File: config.mk
export PLATFORM = sky130hd
export DESIGN_NAME = page_permission_classifier
export DESIGN_NICKNAME = d
export VERILOG_FILES = /design/src/hw/rtl/ppc_pkg.sv /design/src/hw/rtl/ppc_ctrl.sv /design/src/hw/rtl/ppc_dp.sv /design/src/hw/rtl/page_permission_classifier.sv
export SDC_FILE = /design/constraint.sdc
export NUM_CORES = 1
export LEC_CHECK = 0
export BUFFER_PORTS_ARGS = -buffer_cell sky130_fd_sc_hd__buf_2
export CAP_MARGIN = 20
export CELL_PAD_IN_SITES_DETAIL_PLACEMENT = 1
export CELL_PAD_IN_SITES_GLOBAL_PLACEMENT = 2
export CORE_ASPECT_RATIO = 1.75
export CORE_UTILIZATION = 45
export CTS_CLUSTER_SIZE = 25
export DETAILED_ROUTE_END_ITERATION = 16
export GPL_ROUTABILITY_DRIVEN = 0
export PLACE_DENSITY_LB_ADDON = 0.1
export SYNTH_ARGS = -nofsm -noshare
export SYNTH_HDL_FRONTEND = slang
export SYNTH_HIERARCHICAL = 1
export SYNTH_SLANG_ARGS = --single-unit
File: constraint.sdc
create_clock -name clk -period 10.4 [get_ports clk]
set_input_delay 0.52 -clock clk [delete_from_list [all_inputs] [get_ports clk]]
set_output_delay 0.52 -clock clk [all_outputs]
set_load 0.1 [all_outputs]
File: src/hw/rtl/ppc_pkg.sv
// ============================================================================
// ppc_pkg
// Shared types and constants for the page permission classifier.
// ============================================================================
package ppc_pkg;

    localparam int ROW_IDX_W = 4;
    localparam int ADDR_BITS = 32;
    localparam int PAGE_W    = 20;
    localparam int HIGH_W    = 21;
    localparam int PERM_W    = 2;
    localparam int CFG_IDX_W = 1;

    localparam int S_TDATA_W = 96;
    localparam int M_TDATA_W = 24;

    localparam logic [PERM_W-1:0] PERM_UNAVAILABLE = 2'd0;
    localparam logic [PERM_W-1:0] PERM_RESERVED    = 2'd1;
    localparam logic [PERM_W-1:0] PERM_FREE        = 2'd2;

    localparam logic KIND_LOAD  = 1'b0;
    localparam logic KIND_QUERY = 1'b1;

    localparam logic [CFG_IDX_W-1:0] CFG_USER_LOW  = 1'd0;
    localparam logic [CFG_IDX_W-1:0] CFG_USER_HIGH = 1'd1;

    // window edges after reset: byte 0x40000000 and byte 0xF0000000 in 4 KiB pages
    localparam logic [PAGE_W-1:0] USER_LOW_RESET  = 20'h40000;
    localparam logic [HIGH_W-1:0] USER_HIGH_RESET = 21'h0F0000;

    typedef struct packed {
        logic                 usable;
        logic [ADDR_BITS:0]   span_end;
        logic [ADDR_BITS-1:0] span_start;
    } ppc_row_t;

    typedef struct packed {
        logic load_we;
        logic q_start;
        logic scan_rd;
        logic out_load;
    } ppc_cmd_t;

    typedef struct packed {
        logic q_short;
        logic scan_last;
        logic out_space;
    } ppc_sts_t;

endpackage

File: src/hw/rtl/ppc_ctrl.sv
// ============================================================================
// ppc_ctrl
// Sequencer: takes items, steps the row scan, hands results to the output.
// ============================================================================
module ppc_ctrl
(
    input  logic               clk,
    input  logic               rst_n,
    input  logic               in_valid,
    input  logic               in_kind,
    output logic               in_ready,
    output ppc_pkg::ppc_cmd_t  cmd,
    input  ppc_pkg::ppc_sts_t  sts
);

    typedef enum logic [3:0] {
        ST_IDLE  = 4'b0001,
        ST_SCAN  = 4'b0010,
        ST_DRAIN = 4'b0100,
        ST_OUT   = 4'b1000
    } state_t;

    state_t state_reg;
    state_t state_next;

    always_ff @(posedge clk or negedge rst_n)
    begin
        if (!rst_n)
        begin
            state_reg <= ST_IDLE;
        end
        else
        begin
            state_reg <= state_next;
        end
    end

    always_comb
    begin
        cmd        = '0;
        in_ready   = 1'b0;
        state_next = state_reg;
        unique case (state_reg)
            ST_IDLE:
            begin
                in_ready = 1'b1;
                if (in_valid)
                begin
                    if (in_kind == ppc_pkg::KIND_LOAD)
                    begin
                        cmd.load_we = 1'b1;
                    end
                    else
                    begin
                        cmd.q_start = 1'b1;
                        state_next  = sts.q_short ? ST_OUT : ST_SCAN;
                    end
                end
            end
            ST_SCAN:
            begin
                cmd.scan_rd = 1'b1;
                if (sts.scan_last)
                begin
                    state_next = ST_DRAIN;
                end
            end
            ST_DRAIN:
            begin
                state_next = ST_OUT;
            end
            ST_OUT:
            begin
                if (sts.out_space)
                begin
                    cmd.out_load = 1'b1;
                    state_next   = ST_IDLE;
                end
            end
            default:
            begin
                state_next = ST_IDLE;
            end
        endcase
    end

endmodule

File: src/hw/rtl/ppc_dp.sv
// ============================================================================
// ppc_dp
// Datapath: window registers, range row memory, containment compare, output.
// ============================================================================
module ppc_dp #(
    parameter int MAX_ROWS   = 16,
    parameter int PAGE_SHIFT = 12
)
(
    input  logic                                 clk,
    input  logic                                 rst_n,
    input  ppc_pkg::ppc_cmd_t                    cmd,
    output ppc_pkg::ppc_sts_t                    sts,
    input  logic                                 cfg_we,
    input  logic [ppc_pkg::CFG_IDX_W-1:0]        cfg_index,
    input  logic [ppc_pkg::HIGH_W-1:0]           cfg_data,
    input  logic [ppc_pkg::ROW_IDX_W-1:0]        row_index,
    input  logic [ppc_pkg::ADDR_BITS-1:0]        range_start,
    input  logic [ppc_pkg::ADDR_BITS-1:0]        range_length,
    input  logic                                 range_usable,
    input  logic                                 last_row,
    input  logic [ppc_pkg::PAGE_W-1:0]           lookup_page,
    output logic                                 out_valid,
    input  logic                                 out_ready,
    output logic [ppc_pkg::PAGE_W-1:0]           page_number,
    output logic [ppc_pkg::PERM_W-1:0]           permission
);

    localparam int AW     = (MAX_ROWS > 1) ? $clog2(MAX_ROWS) : 1;
    localparam int CNT_W  = $clog2(MAX_ROWS + 1);
    localparam int PG_W   = ppc_pkg::PAGE_W + PAGE_SHIFT + 1;
    localparam int CMP_W  = (PG_W > ppc_pkg::ADDR_BITS + 1) ? PG_W : ppc_pkg::ADDR_BITS + 1;

    logic [ppc_pkg::PAGE_W-1:0] user_low_reg;
    logic [ppc_pkg::HIGH_W-1:0] user_high_reg;
    logic [CNT_W-1:0]           row_count_reg;
    logic [AW-1:0]              scan_idx_reg;
    logic                       rd_vld_reg;
    ppc_pkg::ppc_row_t          rd_data_reg;
    ppc_pkg::ppc_row_t          row_mem [MAX_ROWS];
    logic [ppc_pkg::PAGE_W-1:0] page_reg;
    logic [CMP_W-1:0]           pbase_reg;
    logic [CMP_W-1:0]           pend_reg;
    logic                       reserved_reg;
    logic                       hit_reg;
    logic                       out_valid_reg;
    logic [ppc_pkg::PAGE_W-1:0] out_page_reg;
    logic [ppc_pkg::PERM_W-1:0] out_perm_reg;

    logic                       row_ok;
    logic [AW-1:0]              wr_addr;
    ppc_pkg::ppc_row_t          wr_row;
    logic                       reserved;
    logic                       row_hit;

    assign row_ok  = int'(row_index) < MAX_ROWS;
    assign wr_addr = AW'(row_index);

    always_comb
    begin
        wr_row.usable     = range_usable;
        wr_row.span_start = range_start;
        wr_row.span_end   = {1'b0, range_start} + {1'b0, range_length};
    end

    assign reserved = (lookup_page < user_low_reg)
                   || (ppc_pkg::HIGH_W'(lookup_page) >= user_high_reg);

    assign row_hit = rd_vld_reg && rd_data_reg.usable
                  && (CMP_W'(rd_data_reg.span_start) <= pbase_reg)
                  && (pend_reg <= CMP_W'(rd_data_reg.span_end));

    always_comb
    begin
        sts.q_short   = reserved || (row_count_reg == '0);
        sts.scan_last = (CNT_W'(scan_idx_reg) + CNT_W'(1)) == row_count_reg;
        sts.out_space = !out_valid_reg || out_ready;
    end

    always_ff @(posedge clk or negedge rst_n)
    begin
        if (!rst_n)
        begin
            user_low_reg  <= ppc_pkg::USER_LOW_RESET;
            user_high_reg <= ppc_pkg::USER_HIGH_RESET;
        end
        else if (cfg_we)
        begin
            unique case (cfg_index)
                ppc_pkg::CFG_USER_LOW:  user_low_reg  <= cfg_data[ppc_pkg::PAGE_W-1:0];
                ppc_pkg::CFG_USER_HIGH: user_high_reg <= cfg_data;
                default:                user_high_reg <= user_high_reg;
            endcase
        end
    end

    always_ff @(posedge clk or negedge rst_n)
    begin
        if (!rst_n)
        begin
            row_count_reg <= '0;
            scan_idx_reg  <= '0;
            rd_vld_reg    <= 1'b0;
            hit_reg       <= 1'b0;
            out_valid_reg <= 1'b0;
        end
        else
        begin
            rd_vld_reg <= cmd.scan_rd;
            if (cmd.load_we && row_ok && last_row)
            begin
                row_count_reg <= CNT_W'({1'b0, row_index} + 5'd1);
            end
            if (cmd.q_start)
            begin
                scan_idx_reg <= '0;
            end
            else if (cmd.scan_rd)
            begin
                scan_idx_reg <= scan_idx_reg + AW'(1);
            end
            if (cmd.q_start)
            begin
                hit_reg <= 1'b0;
            end
            else if (row_hit)
            begin
                hit_reg <= 1'b1;
            end
            if (cmd.out_load)
            begin
                out_valid_reg <= 1'b1;
            end
            else if (out_ready)
            begin
                out_valid_reg <= 1'b0;
            end
        end
    end

    // row memory: one write port for loads, one registered read port for the scan
    always_ff @(posedge clk)
    begin
        if (cmd.load_we && row_ok)
        begin
            row_mem[wr_addr] <= wr_row;
        end
        rd_data_reg <= row_mem[scan_idx_reg];
    end

    always_ff @(posedge clk)
    begin
        if (cmd.q_start)
        begin
            page_reg     <= lookup_page;
            reserved_reg <= reserved;
            pbase_reg    <= CMP_W'(lookup_page) << PAGE_SHIFT;
            pend_reg     <= (CMP_W'(lookup_page) + CMP_W'(1)) << PAGE_SHIFT;
        end
        if (cmd.out_load)
        begin
            out_page_reg <= page_reg;
            if (reserved_reg)
            begin
                out_perm_reg <= ppc_pkg::PERM_RESERVED;
            end
            else if (hit_reg)
            begin
                out_perm_reg <= ppc_pkg::PERM_FREE;
            end
            else
            begin
                out_perm_reg <= ppc_pkg::PERM_UNAVAILABLE;
            end
        end
    end

    assign out_valid   = out_valid_reg;
    assign page_number = out_page_reg;
    assign permission  = out_perm_reg;

endmodule

File: src/hw/rtl/page_permission_classifier.sv
// ============================================================================
// page_permission_classifier
// Memory-map range table with per-page permission lookup.
// ============================================================================
// A load item (tuser 0) writes one range row; tlast on a load sets
// the row count to row_index + 1. A query item (tuser 1) returns one result:
// reserved when the page is outside [user_low_page, user_high_page), else free
// when one usable row holds the whole page, else unavailable. A query outside
// the window or against an empty table skips the row scan; otherwise the scan
// walks all row_count rows through the row memory's single read port, one row
// per cycle. One item is worked on at a time; a finished result waits in the
// output register while the next item is taken.
module page_permission_classifier #(
    parameter int MAX_ROWS   = 16,
    parameter int PAGE_SHIFT = 12
)
(
    input  logic                              clk,
    input  logic                              rst_n,
    input  logic                              s_tvalid,
    output logic                              s_tready,
    // row_index[3:0], range_start[35:4], range_length[67:36],
    // range_usable[68], lookup_page[88:69], zero[95:89]
    input  logic [ppc_pkg::S_TDATA_W-1:0]     s_tdata,
    // kind[0]
    input  logic                              s_tuser,
    input  logic                              s_tlast,
    output logic                              m_tvalid,
    input  logic                              m_tready,
    // page_number[19:0], permission[21:20], zero[23:22]
    output logic [ppc_pkg::M_TDATA_W-1:0]     m_tdata,
    input  logic                              cfg_valid,
    output logic                              cfg_ready,
    input  logic [ppc_pkg::CFG_IDX_W-1:0]     cfg_index,
    input  logic [ppc_pkg::HIGH_W-1:0]        cfg_data
);

    ppc_pkg::ppc_cmd_t          cmd;
    ppc_pkg::ppc_sts_t          sts;
    logic [ppc_pkg::PAGE_W-1:0] page_number;
    logic [ppc_pkg::PERM_W-1:0] permission;

    assign cfg_ready = 1'b1;

    ppc_ctrl u_ctrl
    (
        .clk      (clk),
        .rst_n    (rst_n),
        .in_valid (s_tvalid),
        .in_kind  (s_tuser),
        .in_ready (s_tready),
        .cmd      (cmd),
        .sts      (sts)
    );

    ppc_dp #(
        .MAX_ROWS   (MAX_ROWS),
        .PAGE_SHIFT (PAGE_SHIFT)
    ) u_dp
    (
        .clk          (clk),
        .rst_n        (rst_n),
        .cmd          (cmd),
        .sts          (sts),
        .cfg_we       (cfg_valid),
        .cfg_index    (cfg_index),
        .cfg_data     (cfg_data),
        .row_index    (s_tdata[3:0]),
        .range_start  (s_tdata[35:4]),
        .range_length (s_tdata[67:36]),
        .range_usable (s_tdata[68]),
        .last_row     (s_tlast),
        .lookup_page  (s_tdata[88:69]),
        .out_valid    (m_tvalid),
        .out_ready    (m_tready),
        .page_number  (page_number),
        .permission   (permission)
    );

    assign m_tdata = {2'b00, permission, page_number};

`ifndef SYNTHESIS
    a_perm_code: assert property (@(posedge clk) disable iff (!rst_n)
        m_tvalid |-> (permission == ppc_pkg::PERM_UNAVAILABLE
                   || permission == ppc_pkg::PERM_RESERVED
                   || permission == ppc_pkg::PERM_FREE))
        else $error("result with undefined permission code");

    a_query_busy: assert property (@(posedge clk) disable iff (!rst_n)
        (s_tvalid && s_tready && s_tuser == ppc_pkg::KIND_QUERY) |=> !s_tready)
        else $error("item taken while a query is in flight");

    a_load_silent: assert property (@(posedge clk) disable iff (!rst_n)
        (s_tvalid && s_tready && s_tuser == ppc_pkg::KIND_LOAD && !m_tvalid) |=> !m_tvalid)
        else $error("load item produced a result");
`endif

endmodule
# After elaboration in Yosys (flattened, before gate mapping)
# Memories as Yosys holds them, arrays and structs flattened. A register that Yosys moved wholly into a read port is not among the register bits.
# Cells that the tools add are included.
# word_totals
wordCells,71
mem_count,1
output_inout_bits,27
input_bits,125
ram_bits,1056
reg_bits,121
# classes
bitwise,1
reduce_logical,15
n_addsub,5
order_cmp,4
eq_ne,9
n_mux,23
# mem_list
memory,depth,width,read_ports,rd_clocked_by_memory_dff,write_ports,line,source
u_dp.row_mem,16,66,1,1,1,ppc_dp.sv:40,ppc_pkg::ppc_row_t row_mem [MAX_ROWS];
# ops
operator,count
32-bit by 32-bit adder with 33-bit output,1
33-bit <= comparator,1
32-bit <= comparator,1
4-bit two-way mux,7
"20-bit by 1-bit adder with 21-bit output, second input constant",1
20-bit by 21-bit >= comparator with 1-bit output,1
20-bit less-than comparator,1
4-bit case mux with 4 select lines,1
1-bit two-way mux,12
"4-bit by 1-bit adder with 5-bit output, second input constant",2
"2-bit != test, second input constant",4
2-bit two-way mux,3
2-bit nonzero test,3
5-bit == test,1
5-bit zero test,1
"4-bit by 1-bit adder with 4-bit output, second input constant",1
"4-bit by 1-bit == test with 1-bit output, second input constant",1
"4-bit by 2-bit == test with 1-bit output, second input constant",1
"4-bit by 3-bit == test with 1-bit output, second input constant",1
"4-bit == test, second input constant",1
1-bit logical AND,4
2-bit AND reduction,2
4-bit AND reduction,1
1-bit logical OR,3
2 further kinds,2

# Logic depth before layout (Yosys ltp)
# Gate-level depths: netlist of run 1.
# depth
word_depth,7
ltp_mapped,11
depth_no_buf,11

# Hierarchy
# The synthesis of run 1 kept the hierarchy.
# by_module_without_submodules
mod,cells_each,area_each_um2,n_inst
ppc_dp,2865,49841.6,1
ppc_ctrl,22,235.2,1
page_permission_classifier,5,30.0,1

# Worst setup path before layout of run 1
# Ideal clock, no wire load.
# synth_timing
path_type,flip-flop to flip-flop
startpoint,reg u_ctrl.state_reg[0]
endpoint,"mem u_dp/row_mem[11][0] (netlist bit), enable pin"
path_buffers,0
slack_ns,2.776
arrival_time_ns,7.039
path_stages_with_launch,6
required_time_ns,9.815
setup_time_ns,0.585
cell_sequence,dfstp_2 -> nor4b_4 -> nand2_1 -> nor2_1 -> nand2_1 -> nor3b_1
# synth_lines
element,line,source
from (decl),ppc_ctrl.sv:23,state_t state_reg;
from (signal assigned),ppc_ctrl.sv:34,state_reg <= state_next;
to (decl),ppc_dp.sv:40,

==> results.md, run 1 <==
* Pre-antenna DRT Iters at 5
* Hold slack at 0.0620 ns
* Die ar. at approximately 110000 sq um
* Inst Count DP at between 4000 and 5000
* CTS tree: yes
* CTS max path bufs at 3
* Reg power frac at 0.535
* Sw Pwr at between 2 and 2.5 mW
* Share of the synthesized area in the top cell type at 0.671
* Outcome: finished clean
* Final period utilization at 0.389
* Period minus WS final at between 4 and 5 ns
* Clock-pin slew of the registers on the worst-case setup and hold paths at 0.06 ns
* Top cells by count, synth: 1120 x edfxtp_1, 200 x mux2i_1, 181 x o21ai_0, 138 x nand2_1, 132 x mux4_2
* Synth Register Bits at roughly 1200
* Global Route Usage Sum at 0.248
* Slew Viols, Final at 0
* Met2 Usage GRT at 0.445
* Overflow after GRT at 0
* Switching part of the total at 0.214
* Worst-Skew Late Latency at around 0.74 ns
* Nets@finish at approximately 3400
* TNS Setup at 0 ns
* Number of synthesized flops with an enable pin at between 1000 and 1500
* Layout Area Growth over Synthesis at 13.6%
* Root Driver: clkbuf_16
* Ports at between 150 and 200
* Worst stage delay on the critical path at around 0.85 ns
* Die Y at 443 microns
* DP Area at 52700 sq um
* IO Port Bufs at ~140
* Worst Hold Class: in2reg
* # rows at around 160
* Combinational power share at 0.048
* Setup violators final at 0
* Clock skew at around 0.021 ns
* Max_cap viols at 0
* CTS buffer count at 112
* Least-Margin Pin Slew at 1.09 ns
* Clock Power Share at 0.416
* Crit path required time at 11.02 ns
* WS Path Type: reg2reg
* Post-Place Worst Slack at 6.03 ns
* Max FFs per register at roughly 1100
* H-tree Lvls at 3
* Fmax achieved at ~0.25 GHz
* Final Total Pwr at 10.4 mW
* Synth area leader: edfxtp_1
* Initial antenna violation count at 15
* Crit-path cells: buf_4, nor2b_4, buf_4, a221oi_1, a22oi_1, nand2_1
* Vias per Instance at between 5 and 6
* Final design utilization at 0.516
* First DRT Iteration DRCs at around 1700
* Vias in the first global route at 29467
* Layout Cells excl Fill at 4682
* Cell Int Power at around 8 mW
* Critical path buffers and inverters at 2
* Pwr Density at 183 nW/um^2
* DR DRC count at 0
* Crit end category: flop
* Starting density of the core at 0.455
* Antenna viol nets, final at 0
* GRT met3 Usage at 0.0328
* Register area share after synthesis at 0.726
* Busiest grt layer: met2
* Synth Flop Type: edfxtp_1
* Clock sinks at about 1200
* Resized cells post-CTS at 0
* Via count at between 20000 and 30000
* P_leak at ~19 nW
* CP max-delay cell: buf_4
* WP data arrival at between 4 and 5 ns
* Slew headroom at 0.272
* Met1 Usage GRT at 0.308
* DPL Wire Length at about 79000 microns
* Cell mode on critical path: buf_4
* Final hold violation count at 0
* Post-Syn Area at approximately 50000 sq um
* WL final at ~140000 microns
* Crit-path max FO at 56
* Post-route cell area at 56900 sq um
* Synth warnings at 6
* Core area at between 100000 and 150000 sq um
* Most common cell in the netlist: edfxtp_1
* Largest net degree at the start of global routing at 64
* Cell count after synthesis at approximately 2900
* Fraction of registers with async set/reset at 0.0459
* Final WS setup at 6.36 ns
* RSZ-0062 raised after global routing: false
* Avg Cell Area, Syn at around 17 sq um
* Worst path top cell family by delay: buffers and inverters
* Die W at around 250 microns
* Netlist cell types at 73
* Routed len/inst at around 29 microns
* Largest cells by area after synthesis: edfxtp_1 67%, mux4_2 5.9%, mux2i_1 4.0%
* First-pass GRT wire length at approximately 200000 microns
* Worst setup SP type: flop
* Share of layout cells above drive strength 1 at 0.206
* Worst VDD drop at about 0.00018 V
==> metal layers <==
metal,wire (microns),up-vias
met4,3430,18
li1,-,11956
met5,112,-
met1,54800,14515
met3,6160,199
met2,73000,658
==> power by group through the flow <==
stage / combinational (mW) / sequential, mW / clock (mW)
after floorplan: 0.243 / 5.69 / 0
after global placement: 0.457 / 5.69 / 0
after detailed placement: 0.485 / 5.69 / 0
after CTS: 0.495 / 5.58 / 4.44
after global routing: 0.552 / 5.58 / 4.60
final: 0.504 / 5.58 / 4.34
==> cell usage in the layout (no fill, tap or decap), types with 7 or more instances in the layout <==
cell,synthesis,routed
a211oi_1,8,8
a21o_1,40,40
a21oi_1,115,115
a221oi_1,68,68
a22oi_1,66,66
a31oi_1,8,8
and3_1,19,13
and3_4,1,7
buf_2,43,142
buf_4,3,72
bufinv_16,0,15
clkbuf_1,79,21
clkbuf_16,0,115
clkbuf_8,0,8
clkinv_1,0,18
clkinv_2,0,9
clkinvlp_4,0,9
dfrtp_1,51,47
dfxtp_1,66,66
dlygate4sd3_1,0,22
edfxtp_1,1120,1120
ha_1,118,118
inv_1,91,90
mux2_2,88,88
mux2i_1,200,200
mux4_2,132,132
nand2_1,138,137
nand3_1,18,18
nand4_1,18,18
nor2_1,36,35
nor2b_1,10,7
nor3_1,9,7
nor4_1,10,10
o21ai_0,181,181
xnor2_1,40,38
xor2_1,16,16
==> worst reg2reg max path, delay by kind of cell (launching register included) <==
| kind | cells | cell delay [ns] |
|---|---|---|
| buf+inv | 2 | 1.68 |
| simple gates | 2 | 0.96 |
| flops | 1 | 0.68 |
| compound gates | 2 | 0.60 |
==> worst paths after layout <==
kind	to	slack (ns)	start	cells past startpoint
max	u_dp/rd_data_reg[38]$_DFF_P_	6.36	u_dp/scan_idx_reg[2]$_DFFE_PN0P_	6
min	u_dp/row_count_reg[4]$_DFFE_PN0P_	0.06	s_tlast	2
max reg2reg	u_dp/rd_data_reg[38]$_DFF_P_	6.36	u_dp/scan_idx_reg[2]$_DFFE_PN0P_	6
min reg2reg	u_dp/permission[0]$_SDFFCE_PP1P_	0.46	u_dp/reserved_reg$_DFFE_PP_	0
max in group asynchronous	u_dp/scan_idx_reg[2]$_DFFE_PN0P_	9.30	rst_n	3
min in group asynchronous	u_dp/user_high_reg[15]$_DFFE_PN0P_	0.49	rst_n	3
==> logic make-up (layout without fill, tap and decap cells) <==
group	Yosys count	in the layout	share of synthesized area
mux	420	420	0.119
xor+xnor	56	56	0.00979
fa+ha+maj	119	119	0.0299
buf+inv	222	541	0.0181
simple gates	300	300	0.0296
other cells	2	6	0.000150
compound gates	530	530	0.0673
flops	1243	1243	0.726
==> what timing repair did <==
action | CTS | global route
buffers inserted | 0 | 0
endpoints found under the hold margin | 84 | 0
hold buffers | 22 | 0
==> area by class of cell <==
cell class                      instances  area, sq um
Tap cell                             1467         1840
Multi-Input combinational cell       1428        12900
Clock buffer                          143         3050
Inverter                               92          345
Antenna cell                            3         7.51
Timing Repair Buffer                  238         1510
Fill cell                           10202        53300
Clock inverter                         68          821
Sequential cell                      1243        36400
Note: power is estimated with default switching activity, not from simulation.
==> run 2, diff against run 1 <==
--- a/config.mk
+++ b/config.mk
@@ -5,12 +5,13 @@
 export SDC_FILE = /design/constraint.sdc
 export NUM_CORES = 1
 export LEC_CHECK = 0
+export ABC_AREA = 1
 export BUFFER_PORTS_ARGS = -buffer_cell sky130_fd_sc_hd__buf_2
 export CAP_MARGIN = 20
 export CELL_PAD_IN_SITES_DETAIL_PLACEMENT = 1
 export CELL_PAD_IN_SITES_GLOBAL_PLACEMENT = 2
 export CORE_ASPECT_RATIO = 1.75
-export CORE_UTILIZATION = 45
+export CORE_UTILIZATION = 44
 export CTS_CLUSTER_SIZE = 25
 export DETAILED_ROUTE_END_ITERATION = 16
 export GPL_ROUTABILITY_DRIVEN = 0
==> constraint.sdc (replaced) <==
create_clock -name clk -period 3.72 [get_ports clk]
set_input_delay 0.186 -clock clk [delete_from_list [all_inputs] [get_ports clk]]
set_output_delay 0.186 -clock clk [all_outputs]
set_load 0.1 [all_outputs]
==> results.md, run 2 <==
* DPL Wire Length at 94200 microns (+19%)
* Synth area leader: edfxtp_1
* Largest net degree at the start of global routing at 143 (+120%)
* Share of layout cells above drive strength 1 at 0.112 (-0.0939)
* Layout Area Growth over Synthesis at 15.0%
* Nets@finish at 4508 (+34%)
* Final period utilization at 0.771 (+0.382)
* Worst setup SP type: flop
* Crit end category: flop
* CTS buffer count at 112 (unchanged)
* Fmax achieved at 0.349 GHz (+41%)
* IO Port Bufs at 141 (unchanged)
* Core area at 114000 sq um (+3.7%)
* First-pass GRT wire length at 235000 microns (+18%)
* Period minus WS final at 2.87 ns (-1.17 ns)
* Avg Cell Area, Syn at 12.6 sq um (-27%)
* Slew headroom at 0.365 (+0.0932)
* Global Route Usage Sum at 0.278 (+0.0302)
* Largest cells by area after synthesis: edfxtp_1 66%, nand2_1 5.0%, o21ai_0 3.4%
* First DRT Iteration DRCs at 2520 (+52%)
* Worst-Skew Late Latency at 0.75 ns (about the same)
* Ports at 152 (unchanged)
* Starting density of the core at 0.444 (-0.0107)
* DP Area at 53600 sq um (+1.8%)
* Most common cell in the netlist: edfxtp_1
* Worst VDD drop at 0.000636 V (+260%)
* Crit-path max FO at 29 (-48%)
* Initial antenna violation count at 6 (-9)
* Die W at 259 microns (+1.8%)
* Number of synthesized flops with an enable pin at 1120 (unchanged)
* Post-Syn Area at 50700 sq um (+1.3%)
* Die ar. at 117000 sq um (+3.6%)
* RSZ-0062 raised after global routing: false
* Root Driver: clkbuf_16
* Outcome: finished clean
* Via count at 33725 (+23%)
* Pre-antenna DRT Iters at 5 (unchanged)
* Least-Margin Pin Slew at 0.953 ns (-0.140 ns)
* Slew Viols, Final at 0 (unchanged)
* # rows at 164 (+1.9%)
* Worst Hold Class: in2reg
* Share of the synthesized area in the top cell type at 0.663 (-0.00847)
* Max FFs per register at 1056 (unchanged)
* DR DRC count at 0 (unchanged)
* WS Path Type: reg2reg
* Synth warnings at 6 (unchanged)
* CTS max path bufs at 3 (unchanged)
* Final design utilization at 0.511 (-0.00580)
* Fraction of registers with async set/reset at 0.0459 (unchanged)
* Clock skew at 0.0223 ns (+0.00147 ns)
* Crit path required time at 4.08 ns (-6.94 ns)
* Most frequent cells in the layout: 1120 x edfxtp_1, 671 x nand2_1, 354 x nor2_1, 343 x o21ai_0, 253 x a21oi_1
* Register area share after synthesis at 0.717 (-0.00917)
* Netlist cell types at 52 (-29%)
* Clock-pin slew of the registers on the worst-case setup and hold paths at 0.07 ns (about the same)
* Antenna viol nets, final at 0 (unchanged)
* WP data arrival at 3.23 ns (-1.43 ns)
* Die Y at 451 microns (+1.8%)
* Clock sinks at 1243 (unchanged)
* Cell count after synthesis at 4018 (+39%)
* Top cells by count, synth: 1120 x edfxtp_1, 671 x nand2_1, 372 x nor2_1, 343 x o21ai_0, 253 x a21oi_1
* Max_cap viols at 0 (unchanged)
* Pwr Density at 698 nW/um^2 (+280%)
* Synth Flop Type: edfxtp_1
* CTS tree: yes
* Overflow after GRT at 0 (unchanged)
* Routed len/inst at 27.6 microns (-6.1%)
* H-tree Lvls at 3 (unchanged)
* Resized cells post-CTS at 0 (unchanged)
* Post-route cell area at 58400 sq um (+2.6%)
* WL final at 162000 microns (+18%)
* Final hold violation count at 0 (unchanged)
* P_leak at 20.9 nW (+11%)
* Setup violators final at 0 (unchanged)
* Vias in the first global route at 35446 (+20%)
* Synth Register Bits at 1243 (unchanged)
* Vias per Instance at 5.76 (-1.4%)
* Most common cell after layout, fill and taps aside: edfxtp_1
## run 2: changes by cell type after synthesis, moves of 87 or more
cell	change
inv_1	+96
nor2_1	+336
o21ai_0	+162
a21oi_1	+138
o22ai_1	+89
nand3_1	+119
mux4_2	-132
mux2_2	-87
mux2i_1	-200
nand2_1	+533
## run 2: metrics by stage
step | instances | TNS, ns | total power [mW] | worst slack, ns | hold slack [ns]
2_1_floorplan | 4019 | -68.29 | 24.1 | -0.0678 | -0.110
3_3_place_gp | 5553 | 0 | 28.7 | 0.631 | 0.314
3_5_place_dp | 5553 | 0 | 28.9 | 0.554 | 0.320
4_1_cts | 5852 | 0 | 41.1 | 0.819 | 0.00403
5_1_grt | 5856 | 0 | 42.5 | 0.690 | 0.0798
6_report | 5859 | 0 | 40.7 | 0.852 | 0.0483
## run 2: what timing repair did
| item | 4_1_cts | 5_1_grt |
|---|---|---|
| setup buffers | 0 | 0 |
| hold buffers | 89 | 0 |
| endpoints found under the hold margin | 660 | 0 |
## run 2: cells by family (layout without fill, tap and decap cells)
logic type,count (synthesis),count (layout),synth area share
buffers and inverters,407,748,0.0366
muxes,1,1,0.000222
adders and majority gates,119,119,0.0295
and+or+nand+nor,1269,1269,0.102
other,2,8,0.000148
xor gates and xnor gates,45,45,0.00791
AOI/OAI and AO/OA,932,932,0.107
DFF,1243,1243,0.717
## run 2: worst paths after layout
kind / start / slack (ns) / cells past startpoint / to
worst min register to register: u_dp/page_reg[3]$_DFFE_PP_ / 0.45 / 0 / u_dp/page_number[3]$_DFFE_PP_
worst min-delay path: cfg_index / 0.05 / 4 / u_dp/user_high_reg[6]$_DFFE_PN0P_
min in group asynchronous: rst_n / 0.10 / 2 / u_dp/user_high_reg[6]$_DFFE_PN0P_
max in group asynchronous: rst_n / 2.70 / 3 / u_dp/scan_idx_reg[1]$_DFFE_PN0P_
worst max register to register: u_ctrl/state_reg[0]$_DFFE_PN1P_ / 0.85 / 9 / u_dp/row_mem[2][26]$_DFFE_PP_
worst max-delay path: u_ctrl/state_reg[0]$_DFFE_PN1P_ / 0.85 / 9 / u_dp/row_mem[2][26]$_DFFE_PP_
## run 2: cell type report
class | count | area [sq um]
fill | 11539 | 55900
sequential | 1243 | 36400
multi-input combinational | 2369 | 12600
clock buffer | 147 | 3100
timing repair buffer | 343 | 2870
tap | 1494 | 1870
inverter | 195 | 753
clock inverter | 63 | 721
antenna | 5 | 12.5
## run 2: layer usage
layer,share of wire,track usage,vias to the layer above,routed length [microns]
met2,0.52,0.495,852,83600
met5,0.000056,0,-,9
met4,0.036,0.104,2,5820
met1,0.40,0.343,17532,64800
met3,0.045,0.0333,226,7340
li1,-,-,15113,-
## run 2: worst max-delay path, stage by stage, from the launching register on
cell and delay, ns:
dfstp_2 0.56, inv_2 0.05, nor2_4 0.09, nand2_2 0.11, inv_2 0.08, nand2_1 0.04
nor2_1 0.36, nand2_1 0.39, nor2_4 0.24, buf_4 0.55
## run 2: where the power goes
group          total (mW)  internal (mW)  switching [mW]  leakage [nW]
combinational        11.9           3.15            8.72          7.70
sequential           16.8           16.3           0.501          11.3
clock                12.1           6.74            5.31          1.85
total                40.7           26.2            14.5          20.9
